$ cat config.mk
export PLATFORM = sky130hd
export DESIGN_NAME = pwm_speed_scaler_deadband_top
export DESIGN_NICKNAME = d
export VERILOG_FILES = /design/src/pssd_pkg.sv /design/src/pssd_cfg.sv /design/src/pssd_front.sv /design/src/pssd_div_stage.sv /design/src/pssd_fwd.sv /design/src/pwm_speed_scaler_deadband_top.sv
export SDC_FILE = /design/constraint.sdc
export NUM_CORES = 2
export LEC_CHECK = 0
export BUFFER_PORTS_ARGS = -buffer_cell sky130_fd_sc_hd__buf_2
export CAP_MARGIN = 20
export CORE_AREA = 2 2 279 281
export DETAILED_ROUTE_END_ITERATION = 12
export DIE_AREA = 0 0 281 283
export PLACE_DENSITY = 0.69
export RECOVER_POWER = 25
export SYNTH_ARGS = -nofsm -noshare
export SYNTH_HDL_FRONTEND = slang
export SYNTH_HIERARCHICAL = 1
export SYNTH_SLANG_ARGS = --single-unit
$ cat constraint.sdc
create_clock -name i_clk -period 12.2 [get_ports i_clk]
set_clock_uncertainty 0.2 [all_clocks]
set_input_delay 1.83 -clock i_clk [delete_from_list [all_inputs] [get_ports i_clk]]
set_output_delay 1.83 -clock i_clk [all_outputs]
set_load 0.01 [all_outputs]
$ cat src/pssd_pkg.sv
// ----------------------------------------------------------------------------
// pssd_pkg
// Shared types and constants for the PWM speed scaler with deadband.
// ----------------------------------------------------------------------------
package pssd_pkg;

    // Q2.14 full scale
    localparam logic signed [15:0] ONE_Q     = 16'sd16384;
    localparam logic signed [15:0] NEG_ONE_Q = -16'sd16384;

    // Configuration register indexes
    typedef logic [2:0] t_cfg_idx;
    localparam t_cfg_idx CFG_MAX_PULSE     = 3'd0;
    localparam t_cfg_idx CFG_DEADBAND_HIGH = 3'd1;
    localparam t_cfg_idx CFG_CENTER_PULSE  = 3'd2;
    localparam t_cfg_idx CFG_DEADBAND_LOW  = 3'd3;
    localparam t_cfg_idx CFG_MIN_PULSE     = 3'd4;
    localparam t_cfg_idx CFG_SKIP_DEADBAND = 3'd5;

    // Commands
    localparam logic CMD_FORWARD = 1'b0;
    localparam logic CMD_INVERSE = 1'b1;

    typedef struct packed {
        logic              command;
        logic signed [15:0] speed_in;
        logic [11:0]       raw_in;
    } t_in_word;

    typedef struct packed {
        logic [11:0]       raw_out;
        logic signed [15:0] speed_out;
        logic              saturated;
    } t_out_word;

    typedef struct packed {
        logic [11:0] max_pulse;
        logic [11:0] deadband_high;
        logic [11:0] center_pulse;
        logic [11:0] deadband_low;
        logic [11:0] min_pulse;
        logic        skip_deadband;
    } t_cfg;

    // Inverse-mode result selection
    typedef enum logic [1:0] {
        INV_ZERO,
        INV_POS_FULL,
        INV_NEG_FULL,
        INV_DIV
    } t_inv_sel;

    typedef struct packed {
        logic     cmd;
        t_inv_sel sel;
        logic     neg;
    } t_ctl;

    // Forward operands after clamp and side selection
    typedef struct packed {
        logic signed [15:0] speed;
        logic signed [13:0] scale;
        logic signed [13:0] off;
    } t_fwd;

    // Restoring divider state: partial remainder, pending numerator bits,
    // quotient so far and divisor
    typedef struct packed {
        logic [11:0] rem;
        logic [14:0] num;
        logic [14:0] quo;
        logic [11:0] dvs;
    } t_div;

endpackage

$ cat src/pssd_cfg.sv
// ----------------------------------------------------------------------------
// pssd_cfg
// Configuration register file for the scaler bounds and deadband mode.
// ----------------------------------------------------------------------------
module pssd_cfg (
    input  logic              i_clk,
    input  logic              i_rst_n,
    input  logic              i_cfg_valid,
    input  pssd_pkg::t_cfg_idx i_cfg_index,
    input  logic [11:0]       i_cfg_data,
    output logic              o_cfg_ready,
    output pssd_pkg::t_cfg    o_cfg
);

    pssd_pkg::t_cfg r_cfg;

    assign o_cfg_ready = 1'b1;
    assign o_cfg       = r_cfg;

    always_ff @(posedge i_clk) begin
        if (!i_rst_n) begin
            r_cfg <= '0;
        end else if (i_cfg_valid) begin
            case (i_cfg_index)
                pssd_pkg::CFG_MAX_PULSE:     r_cfg.max_pulse     <= i_cfg_data;
                pssd_pkg::CFG_DEADBAND_HIGH: r_cfg.deadband_high <= i_cfg_data;
                pssd_pkg::CFG_CENTER_PULSE:  r_cfg.center_pulse  <= i_cfg_data;
                pssd_pkg::CFG_DEADBAND_LOW:  r_cfg.deadband_low  <= i_cfg_data;
                pssd_pkg::CFG_MIN_PULSE:     r_cfg.min_pulse     <= i_cfg_data;
                pssd_pkg::CFG_SKIP_DEADBAND: r_cfg.skip_deadband <= i_cfg_data[0];
                default: begin
                end
            endcase
        end
    end

endmodule

$ cat src/pssd_front.sv
// ----------------------------------------------------------------------------
// pssd_front
// Input decode: side bounds and scales, speed clamp, inverse range tests and
// divider setup.
// ----------------------------------------------------------------------------
module pssd_front #(
    parameter int DISABLED_CODE = 0
) (
    input  pssd_pkg::t_in_word i_word,
    input  pssd_pkg::t_cfg     i_cfg,
    output pssd_pkg::t_ctl     o_ctl,
    output pssd_pkg::t_fwd     o_fwd,
    output pssd_pkg::t_div     o_div
);

    localparam logic [11:0] DisCode = 12'(DISABLED_CODE);

    logic signed [13:0] ctr_s;
    logic signed [13:0] max_s;
    logic signed [13:0] min_s;
    logic signed [13:0] raw_s;
    logic signed [13:0] minpos;
    logic signed [13:0] maxneg;
    logic signed [13:0] pscale;
    logic signed [13:0] nscale;
    logic signed [13:0] dpos;
    logic signed [13:0] dneg;
    logic signed [15:0] spd;
    logic [11:0]        dsel;
    logic [11:0]        psel;

    always_comb begin
        ctr_s  = {2'b00, i_cfg.center_pulse};
        max_s  = {2'b00, i_cfg.max_pulse};
        min_s  = {2'b00, i_cfg.min_pulse};
        raw_s  = {2'b00, i_word.raw_in};
        minpos = i_cfg.skip_deadband ? {2'b00, i_cfg.deadband_high} : ctr_s + 14'sd1;
        maxneg = i_cfg.skip_deadband ? {2'b00, i_cfg.deadband_low}  : ctr_s - 14'sd1;
        pscale = max_s - minpos;
        nscale = maxneg - min_s;
        dpos   = raw_s - minpos;
        dneg   = maxneg - raw_s;

        // clamp to plus or minus one
        if (i_word.speed_in > pssd_pkg::ONE_Q) begin
            spd = pssd_pkg::ONE_Q;
        end else if (i_word.speed_in < pssd_pkg::NEG_ONE_Q) begin
            spd = pssd_pkg::NEG_ONE_Q;
        end else begin
            spd = i_word.speed_in;
        end

        o_fwd.speed = spd;
        if (spd == 16'sd0) begin
            o_fwd.scale = 14'sd0;
            o_fwd.off   = ctr_s;
        end else if (!spd[15]) begin
            o_fwd.scale = pscale;
            o_fwd.off   = minpos;
        end else begin
            o_fwd.scale = nscale;
            o_fwd.off   = maxneg;
        end

        o_ctl.cmd = i_word.command;
        o_ctl.neg = 1'b0;
        dsel      = dpos[11:0];
        psel      = pscale[11:0];
        if (i_word.raw_in == DisCode) begin
            o_ctl.sel = pssd_pkg::INV_ZERO;
        end else if (raw_s > max_s) begin
            o_ctl.sel = pssd_pkg::INV_POS_FULL;
        end else if (raw_s < min_s) begin
            o_ctl.sel = pssd_pkg::INV_NEG_FULL;
        end else if (raw_s > minpos) begin
            o_ctl.sel = pssd_pkg::INV_DIV;
        end else if (raw_s < maxneg) begin
            o_ctl.sel = pssd_pkg::INV_DIV;
            o_ctl.neg = 1'b1;
            dsel      = dneg[11:0];
            psel      = nscale[11:0];
        end else begin
            o_ctl.sel = pssd_pkg::INV_ZERO;
        end

        // dividend is dsel << 14; the quotient never exceeds 2^14, so the
        // remainder starts from the bits above quotient bit 14
        o_div.rem = {1'b0, dsel[11:1]};
        o_div.num = {dsel[0], 14'b0};
        o_div.quo = '0;
        o_div.dvs = psel;
    end

endmodule

$ cat src/pssd_div_stage.sv
// ----------------------------------------------------------------------------
// pssd_div_stage
// A slice of the restoring divider: STEPS quotient bits per pipeline stage.
// ----------------------------------------------------------------------------
module pssd_div_stage #(
    parameter int STEPS = 4
) (
    input  pssd_pkg::t_div i_div,
    output pssd_pkg::t_div o_div
);

    logic [12:0] trial;
    logic [11:0] rem;
    logic [14:0] num;
    logic [14:0] quo;

    always_comb begin
        rem   = i_div.rem;
        num   = i_div.num;
        quo   = i_div.quo;
        trial = '0;
        for (int k = 0; k < STEPS; k++) begin
            trial = {rem, num[14]};
            num   = {num[13:0], 1'b0};
            if (trial >= {1'b0, i_div.dvs}) begin
                rem = 12'(trial - {1'b0, i_div.dvs});
                quo = {quo[13:0], 1'b1};
            end else begin
                rem = trial[11:0];
                quo = {quo[13:0], 1'b0};
            end
        end
        o_div.rem = rem;
        o_div.num = num;
        o_div.quo = quo;
        o_div.dvs = i_div.dvs;
    end

endmodule

$ cat src/pssd_fwd.sv
// ----------------------------------------------------------------------------
// pssd_fwd
// Forward finish: round half up, add side offset, saturate to the code range.
// ----------------------------------------------------------------------------
module pssd_fwd #(
    parameter int CODE_BITS = 12
) (
    input  logic signed [29:0] i_prod,
    input  logic signed [13:0] i_off,
    output logic [11:0]        o_raw,
    output logic               o_sat
);

    localparam logic signed [17:0] CodeMax = 18'((1 << CODE_BITS) - 1);

    logic signed [30:0] rounded;
    logic signed [16:0] scaled;
    logic signed [17:0] code;

    always_comb begin
        rounded = {i_prod[29], i_prod} + 31'sd8192;
        scaled  = rounded[30:14];
        code    = {scaled[16], scaled} + {{4{i_off[13]}}, i_off};
        if (code[17]) begin
            o_raw = '0;
            o_sat = 1'b1;
        end else if (code > CodeMax) begin
            o_raw = CodeMax[11:0];
            o_sat = 1'b1;
        end else begin
            o_raw = code[11:0];
            o_sat = 1'b0;
        end
    end

endmodule

$ cat src/pwm_speed_scaler_deadband_top.sv
// ----------------------------------------------------------------------------
// pwm_speed_scaler_deadband_top
// Speed-to-pulse and pulse-to-speed scaler with programmable deadband.
// ----------------------------------------------------------------------------
// Takes one word per cycle while o_stall is low and returns each result in
// order. Five register stages: decode and clamp, then four stages that hold
// the 15 quotient bits of the restoring divider (4, 4, 4 and 3 bits); the
// forward multiply and the rounding/saturation ride alongside in stages two
// and three. The divider depth sets the latency. Each stage moves up when the
// one ahead is empty or moving, so bubbles close up and o_stall rises only
// when every stage holds a word and the output is stalled.
module pwm_speed_scaler_deadband_top #(
    parameter int DISABLED_CODE = 0,
    parameter int CODE_BITS     = 12
) (
    input  logic                i_clk,
    input  logic                i_rst_n,
    input  logic                i_valid,
    output logic                o_stall,
    input  pssd_pkg::t_in_word  i_word,
    output logic                o_valid,
    input  logic                i_stall,
    output pssd_pkg::t_out_word o_word,
    input  logic                i_cfg_valid,
    output logic                o_cfg_ready,
    input  pssd_pkg::t_cfg_idx  i_cfg_index,
    input  logic [11:0]         i_cfg_data
);

    pssd_pkg::t_cfg cfg;
    pssd_pkg::t_ctl front_ctl;
    pssd_pkg::t_fwd front_fwd;
    pssd_pkg::t_div front_div;
    pssd_pkg::t_div div2;
    pssd_pkg::t_div div3;
    pssd_pkg::t_div div4;
    pssd_pkg::t_div div5;
    logic [11:0]    fwd_raw;
    logic           fwd_sat;

    logic en1, en2, en3, en4, en5;

    // stage 1
    logic           r_v1;
    pssd_pkg::t_ctl r_s1_ctl;
    pssd_pkg::t_fwd r_s1_fwd;
    pssd_pkg::t_div r_s1_div;
    // stage 2
    logic               r_v2;
    pssd_pkg::t_ctl     r_s2_ctl;
    logic signed [29:0] r_s2_prod;
    logic signed [13:0] r_s2_off;
    pssd_pkg::t_div     r_s2_div;
    // stage 3
    logic           r_v3;
    pssd_pkg::t_ctl r_s3_ctl;
    logic [11:0]    r_s3_raw;
    logic           r_s3_sat;
    pssd_pkg::t_div r_s3_div;
    // stage 4
    logic           r_v4;
    pssd_pkg::t_ctl r_s4_ctl;
    logic [11:0]    r_s4_raw;
    logic           r_s4_sat;
    pssd_pkg::t_div r_s4_div;
    // stage 5 (output)
    logic                r_v5;
    pssd_pkg::t_out_word r_out;
    pssd_pkg::t_out_word n_out;

    pssd_cfg u_cfg (
        .i_clk       (i_clk),
        .i_rst_n     (i_rst_n),
        .i_cfg_valid (i_cfg_valid),
        .i_cfg_index (i_cfg_index),
        .i_cfg_data  (i_cfg_data),
        .o_cfg_ready (o_cfg_ready),
        .o_cfg       (cfg)
    );

    pssd_front #(.DISABLED_CODE(DISABLED_CODE)) u_front (
        .i_word (i_word),
        .i_cfg  (cfg),
        .o_ctl  (front_ctl),
        .o_fwd  (front_fwd),
        .o_div  (front_div)
    );

    pssd_div_stage #(.STEPS(4)) u_div2 (.i_div(r_s1_div), .o_div(div2));
    pssd_div_stage #(.STEPS(4)) u_div3 (.i_div(r_s2_div), .o_div(div3));
    pssd_div_stage #(.STEPS(4)) u_div4 (.i_div(r_s3_div), .o_div(div4));
    pssd_div_stage #(.STEPS(3)) u_div5 (.i_div(r_s4_div), .o_div(div5));

    pssd_fwd #(.CODE_BITS(CODE_BITS)) u_fwd (
        .i_prod (r_s2_prod),
        .i_off  (r_s2_off),
        .o_raw  (fwd_raw),
        .o_sat  (fwd_sat)
    );

    // advance a stage when it is empty or the one ahead advances
    assign en5 = !r_v5 || !i_stall;
    assign en4 = !r_v4 || en5;
    assign en3 = !r_v3 || en4;
    assign en2 = !r_v2 || en3;
    assign en1 = !r_v1 || en2;

    assign o_stall = !en1;
    assign o_valid = r_v5;
    assign o_word  = r_out;

    always_comb begin
        n_out = '0;
        if (r_s4_ctl.cmd == pssd_pkg::CMD_FORWARD) begin
            n_out.raw_out   = r_s4_raw;
            n_out.saturated = r_s4_sat;
        end else begin
            case (r_s4_ctl.sel)
                pssd_pkg::INV_POS_FULL: n_out.speed_out = pssd_pkg::ONE_Q;
                pssd_pkg::INV_NEG_FULL: n_out.speed_out = pssd_pkg::NEG_ONE_Q;
                pssd_pkg::INV_DIV: begin
                    n_out.speed_out = r_s4_ctl.neg ? -$signed({1'b0, div5.quo})
                                                   :  $signed({1'b0, div5.quo});
                end
                default: n_out.speed_out = '0;
            endcase
        end
    end

    // valid bits
    always_ff @(posedge i_clk) begin
        if (!i_rst_n) begin
            r_v1 <= 1'b0;
            r_v2 <= 1'b0;
            r_v3 <= 1'b0;
            r_v4 <= 1'b0;
            r_v5 <= 1'b0;
        end else begin
            if (en1) r_v1 <= i_valid;
            if (en2) r_v2 <= r_v1;
            if (en3) r_v3 <= r_v2;
            if (en4) r_v4 <= r_v3;
            if (en5) r_v5 <= r_v4;
        end
    end

    // payload
    always_ff @(posedge i_clk) begin
        if (en1) begin
            r_s1_ctl <= front_ctl;
            r_s1_fwd <= front_fwd;
            r_s1_div <= front_div;
        end
        if (en2) begin
            r_s2_ctl  <= r_s1_ctl;
            r_s2_prod <= 30'(r_s1_fwd.speed) * 30'(r_s1_fwd.scale);
            r_s2_off  <= r_s1_fwd.off;
            r_s2_div  <= div2;
        end
        if (en3) begin
            r_s3_ctl <= r_s2_ctl;
            r_s3_raw <= fwd_raw;
            r_s3_sat <= fwd_sat;
            r_s3_div <= div3;
        end
        if (en4) begin
            r_s4_ctl <= r_s3_ctl;
            r_s4_raw <= r_s3_raw;
            r_s4_sat <= r_s3_sat;
            r_s4_div <= div4;
        end
        if (en5) begin
            r_out <= n_out;
        end
    end

endmodule

==> results.sh <==
export IMPL_rsz0062_at_grt="no"
export IMPL_syn_area_per_cell_um2=9.70
export IMPL_drc=0
export IMPL_htreeDepth=2
export IMPL_reg2reg_to="r_s2_div[49]$_DFFE_PP_"
export IMPL_io_pins=81
export IMPL_finalCriticalPeriod_ns=10.80
export IMPL_vias_per_cell=5.57
export IMPL_die_width_um=281
export IMPL_die_h_um=283
export IMPL_num_vias=26900
export IMPL_n_fill_cell=6889
export IMPL_grt_pass1_wl_um=138000
export IMPL_syn2layout_area_growth_pct=5.68
export IMPL_synth_cells=3798
export IMPL_max_freq_mhz=92.6
export IMPL_io_buffers=79
export IMPL_crit_path_max_fanout=18
export IMPL_critical_path_class="reg -> reg"
export IMPL_synthesis_area_um2=36800
export IMPL_cts_repair_resized=0
export IMPL_grt_max_degree=78
export IMPL_rows=102
export IMPL_cts_sinks=368
export IMPL_core_um2=76700
export IMPL_gr_usage_all_layers=0.217
export IMPL_post_cts_buffers=0
export IMPL_yosysWarnings=6
export IMPL_setup_violations=0
export IMPL_slew_headroom=-0.276
export IMPL_reg2reg_slack_ns=1.40
export IMPL_first_global_vias=26000
export IMPL_cts_root_buf="clkbuf_16"
export IMPL_drive_above_1_share=0.0867
export IMPL_maxCapViolCount=2
export IMPL_status="finished, violations left"
export IMPL_min_path_type="reg -> reg"
export IMPL_gp_congestion=0.936
export IMPL_nets=4385
export IMPL_clockBufferDepth=3
export IMPL_start_util=0.480
export IMPL_crit_path_frequent_cell="ha_1"
export IMPL_wire_per_inst_um=17.8
export IMPL_finalHoldViolations=0
export IMPL_min_path_cells=0
export IMPL_dp_hpwl_um=68100
export IMPL_clkTransAtPathRegs_ns=0.06
export IMPL_antenna_found_initial=5
export IMPL_min_to="r_s2_off[9]$_DFFE_PP_"
export IMPL_cp_start_kind="flip-flop"
export IMPL_clk_latency_ns=0.61
export IMPL_firstDrtPassIters=6
export IMPL_wl_um=86100
export IMPL_hp_start="r_s1_fwd[9]$_DFFE_PN_"
export IMPL_cts_tree="done"
export IMPL_ant_nets=0
export IMPL_crit_path_top_delay_cell="and4_1"
export IMPL_failed_checks="capacitance limit, slew limit"
export IMPL_gr_total_overflow=0
export IMPL_worstPathRequired_ns=12.36
export IMPL_first_iter_violations=1772
export IMPL_cts_buffers=44
export IMPL_finalSetupTns_ns=0
export IMPL_hold_buffers=0
export IMPL_r2r_start="r_s1_div[1]$_DFFE_PN_"
export IMPL_r2r_cells=39
export IMPL_cp_slowest_stage_delay_ns=0.62
export IMPL_dieArea_um2=79500
export IMPL_critPathCaptureType="flip-flop"
export IMPL_period_share=0.885
export IMPL_arrival_ns=10.96
export IMPL_finalMaxSlewViolations=69
export IMPL_tightest_slew_ns=1.91
stage by stage:
stage	hold slack [ns]	setup slack (ns)	std cells	instance area, µm²	utilization
3_5_place_dp	0.205	1.51	4740	37500	0.489
3_3_place_gp	0.200	1.68	4740	37500	0.489
2_1_floorplan	0.200	2.76	3812	36900	-
4_1_cts	0.205	1.50	4821	38900	0.508
5_1_grt	0.216	0.486	4821	38900	0.508
6_report	0.212	1.40	4823	38900	0.508
worst max-delay path by stage:
stage	startpoint	endpoint	cells past startpoint
CTS	r_s1_div[1]$_DFFE_PN_	r_s2_div[49]$_DFFE_PP_	39
detailed placement	r_s1_div[1]$_DFFE_PN_	r_s2_div[49]$_DFFE_PP_	39
global placement	r_s1_div[1]$_DFFE_PN_	r_s2_div[45]$_DFFE_PP_	39
finish	r_s1_div[1]$_DFFE_PN_	r_s2_div[49]$_DFFE_PP_	39
global route	r_s1_div[1]$_DFFE_PN_	r_s2_div[49]$_DFFE_PP_	39
floorplan	r_s1_div[1]$_DFFE_PN_	r_s2_div[45]$_DFFE_PP_	44
area by class of cell:
| type | instances | area [µm²] | area share |
|---|---|---|---|
| multi-input cells | 2791 | 23600 | 0.606 |
| flip-flops and latches | 368 | 10400 | 0.267 |
| diodes | 2 | 5.00 | 0.000129 |
| well taps | 1040 | 1300 | 0.0334 |
| clock buffers | 53 | 1130 | 0.0291 |
| repair buffers | 90 | 472 | 0.0121 |
| clock inverters | 28 | 344 | 0.00884 |
| inverters | 451 | 1690 | 0.0435 |
sequential cells by signal, indices dropped and copies added, names as in the netlist, 4 cells and up:
signal and cells:
u_cfg/o_cfg 61, r_s1_fwd 44, r_s1_div 39, r_s2_div 39, r_s3_div 39, r_s4_div 39
o_word 29, r_s2_prod 17, r_s2_off 14, r_s3_raw 12, r_s4_raw 12, r_s1_ctl 4
r_s2_ctl 4, r_s3_ctl 4, r_s4_ctl 4
critical path: cells and delay by family, from the launching register on:
| kind | cells | cell delay (ns) |
|---|---|---|
| and+or+nand+nor | 11 | 2.14 |
| DFF | 1 | 0.49 |
| buffers and inverters | 2 | 0.38 |
| AOI/OAI and AO/OA | 19 | 4.79 |
| muxes | 3 | 1.33 |
| adders and majority gates | 4 | 1.25 |
cells in the final DEF (no fill, tap or decap), drive strengths merged, types with 108 or more instances in the layout:
cell type,n
o21ai,134
ha,352
xnor2,131
fa,238
nor2,195
edfxtp,302
and2,143
a21oi,190
mux2i,108
inv,457
nand2,348
mux2,112
layer usage:
layer / GRT usage / vias up / wire [µm]
li1: - / 13000 / -
met1: 0.307 / 13100 / 39400
met2: 0.346 / 709 / 39600
met3: 0.0305 / 128 / 4880
met4: 0.0620 / 8 / 2150
met5: 0 / - / 53
Power is left out: the tool's default activity adds up to more than one toggle a clock period on the data nets, which glitch-free logic cannot reach.
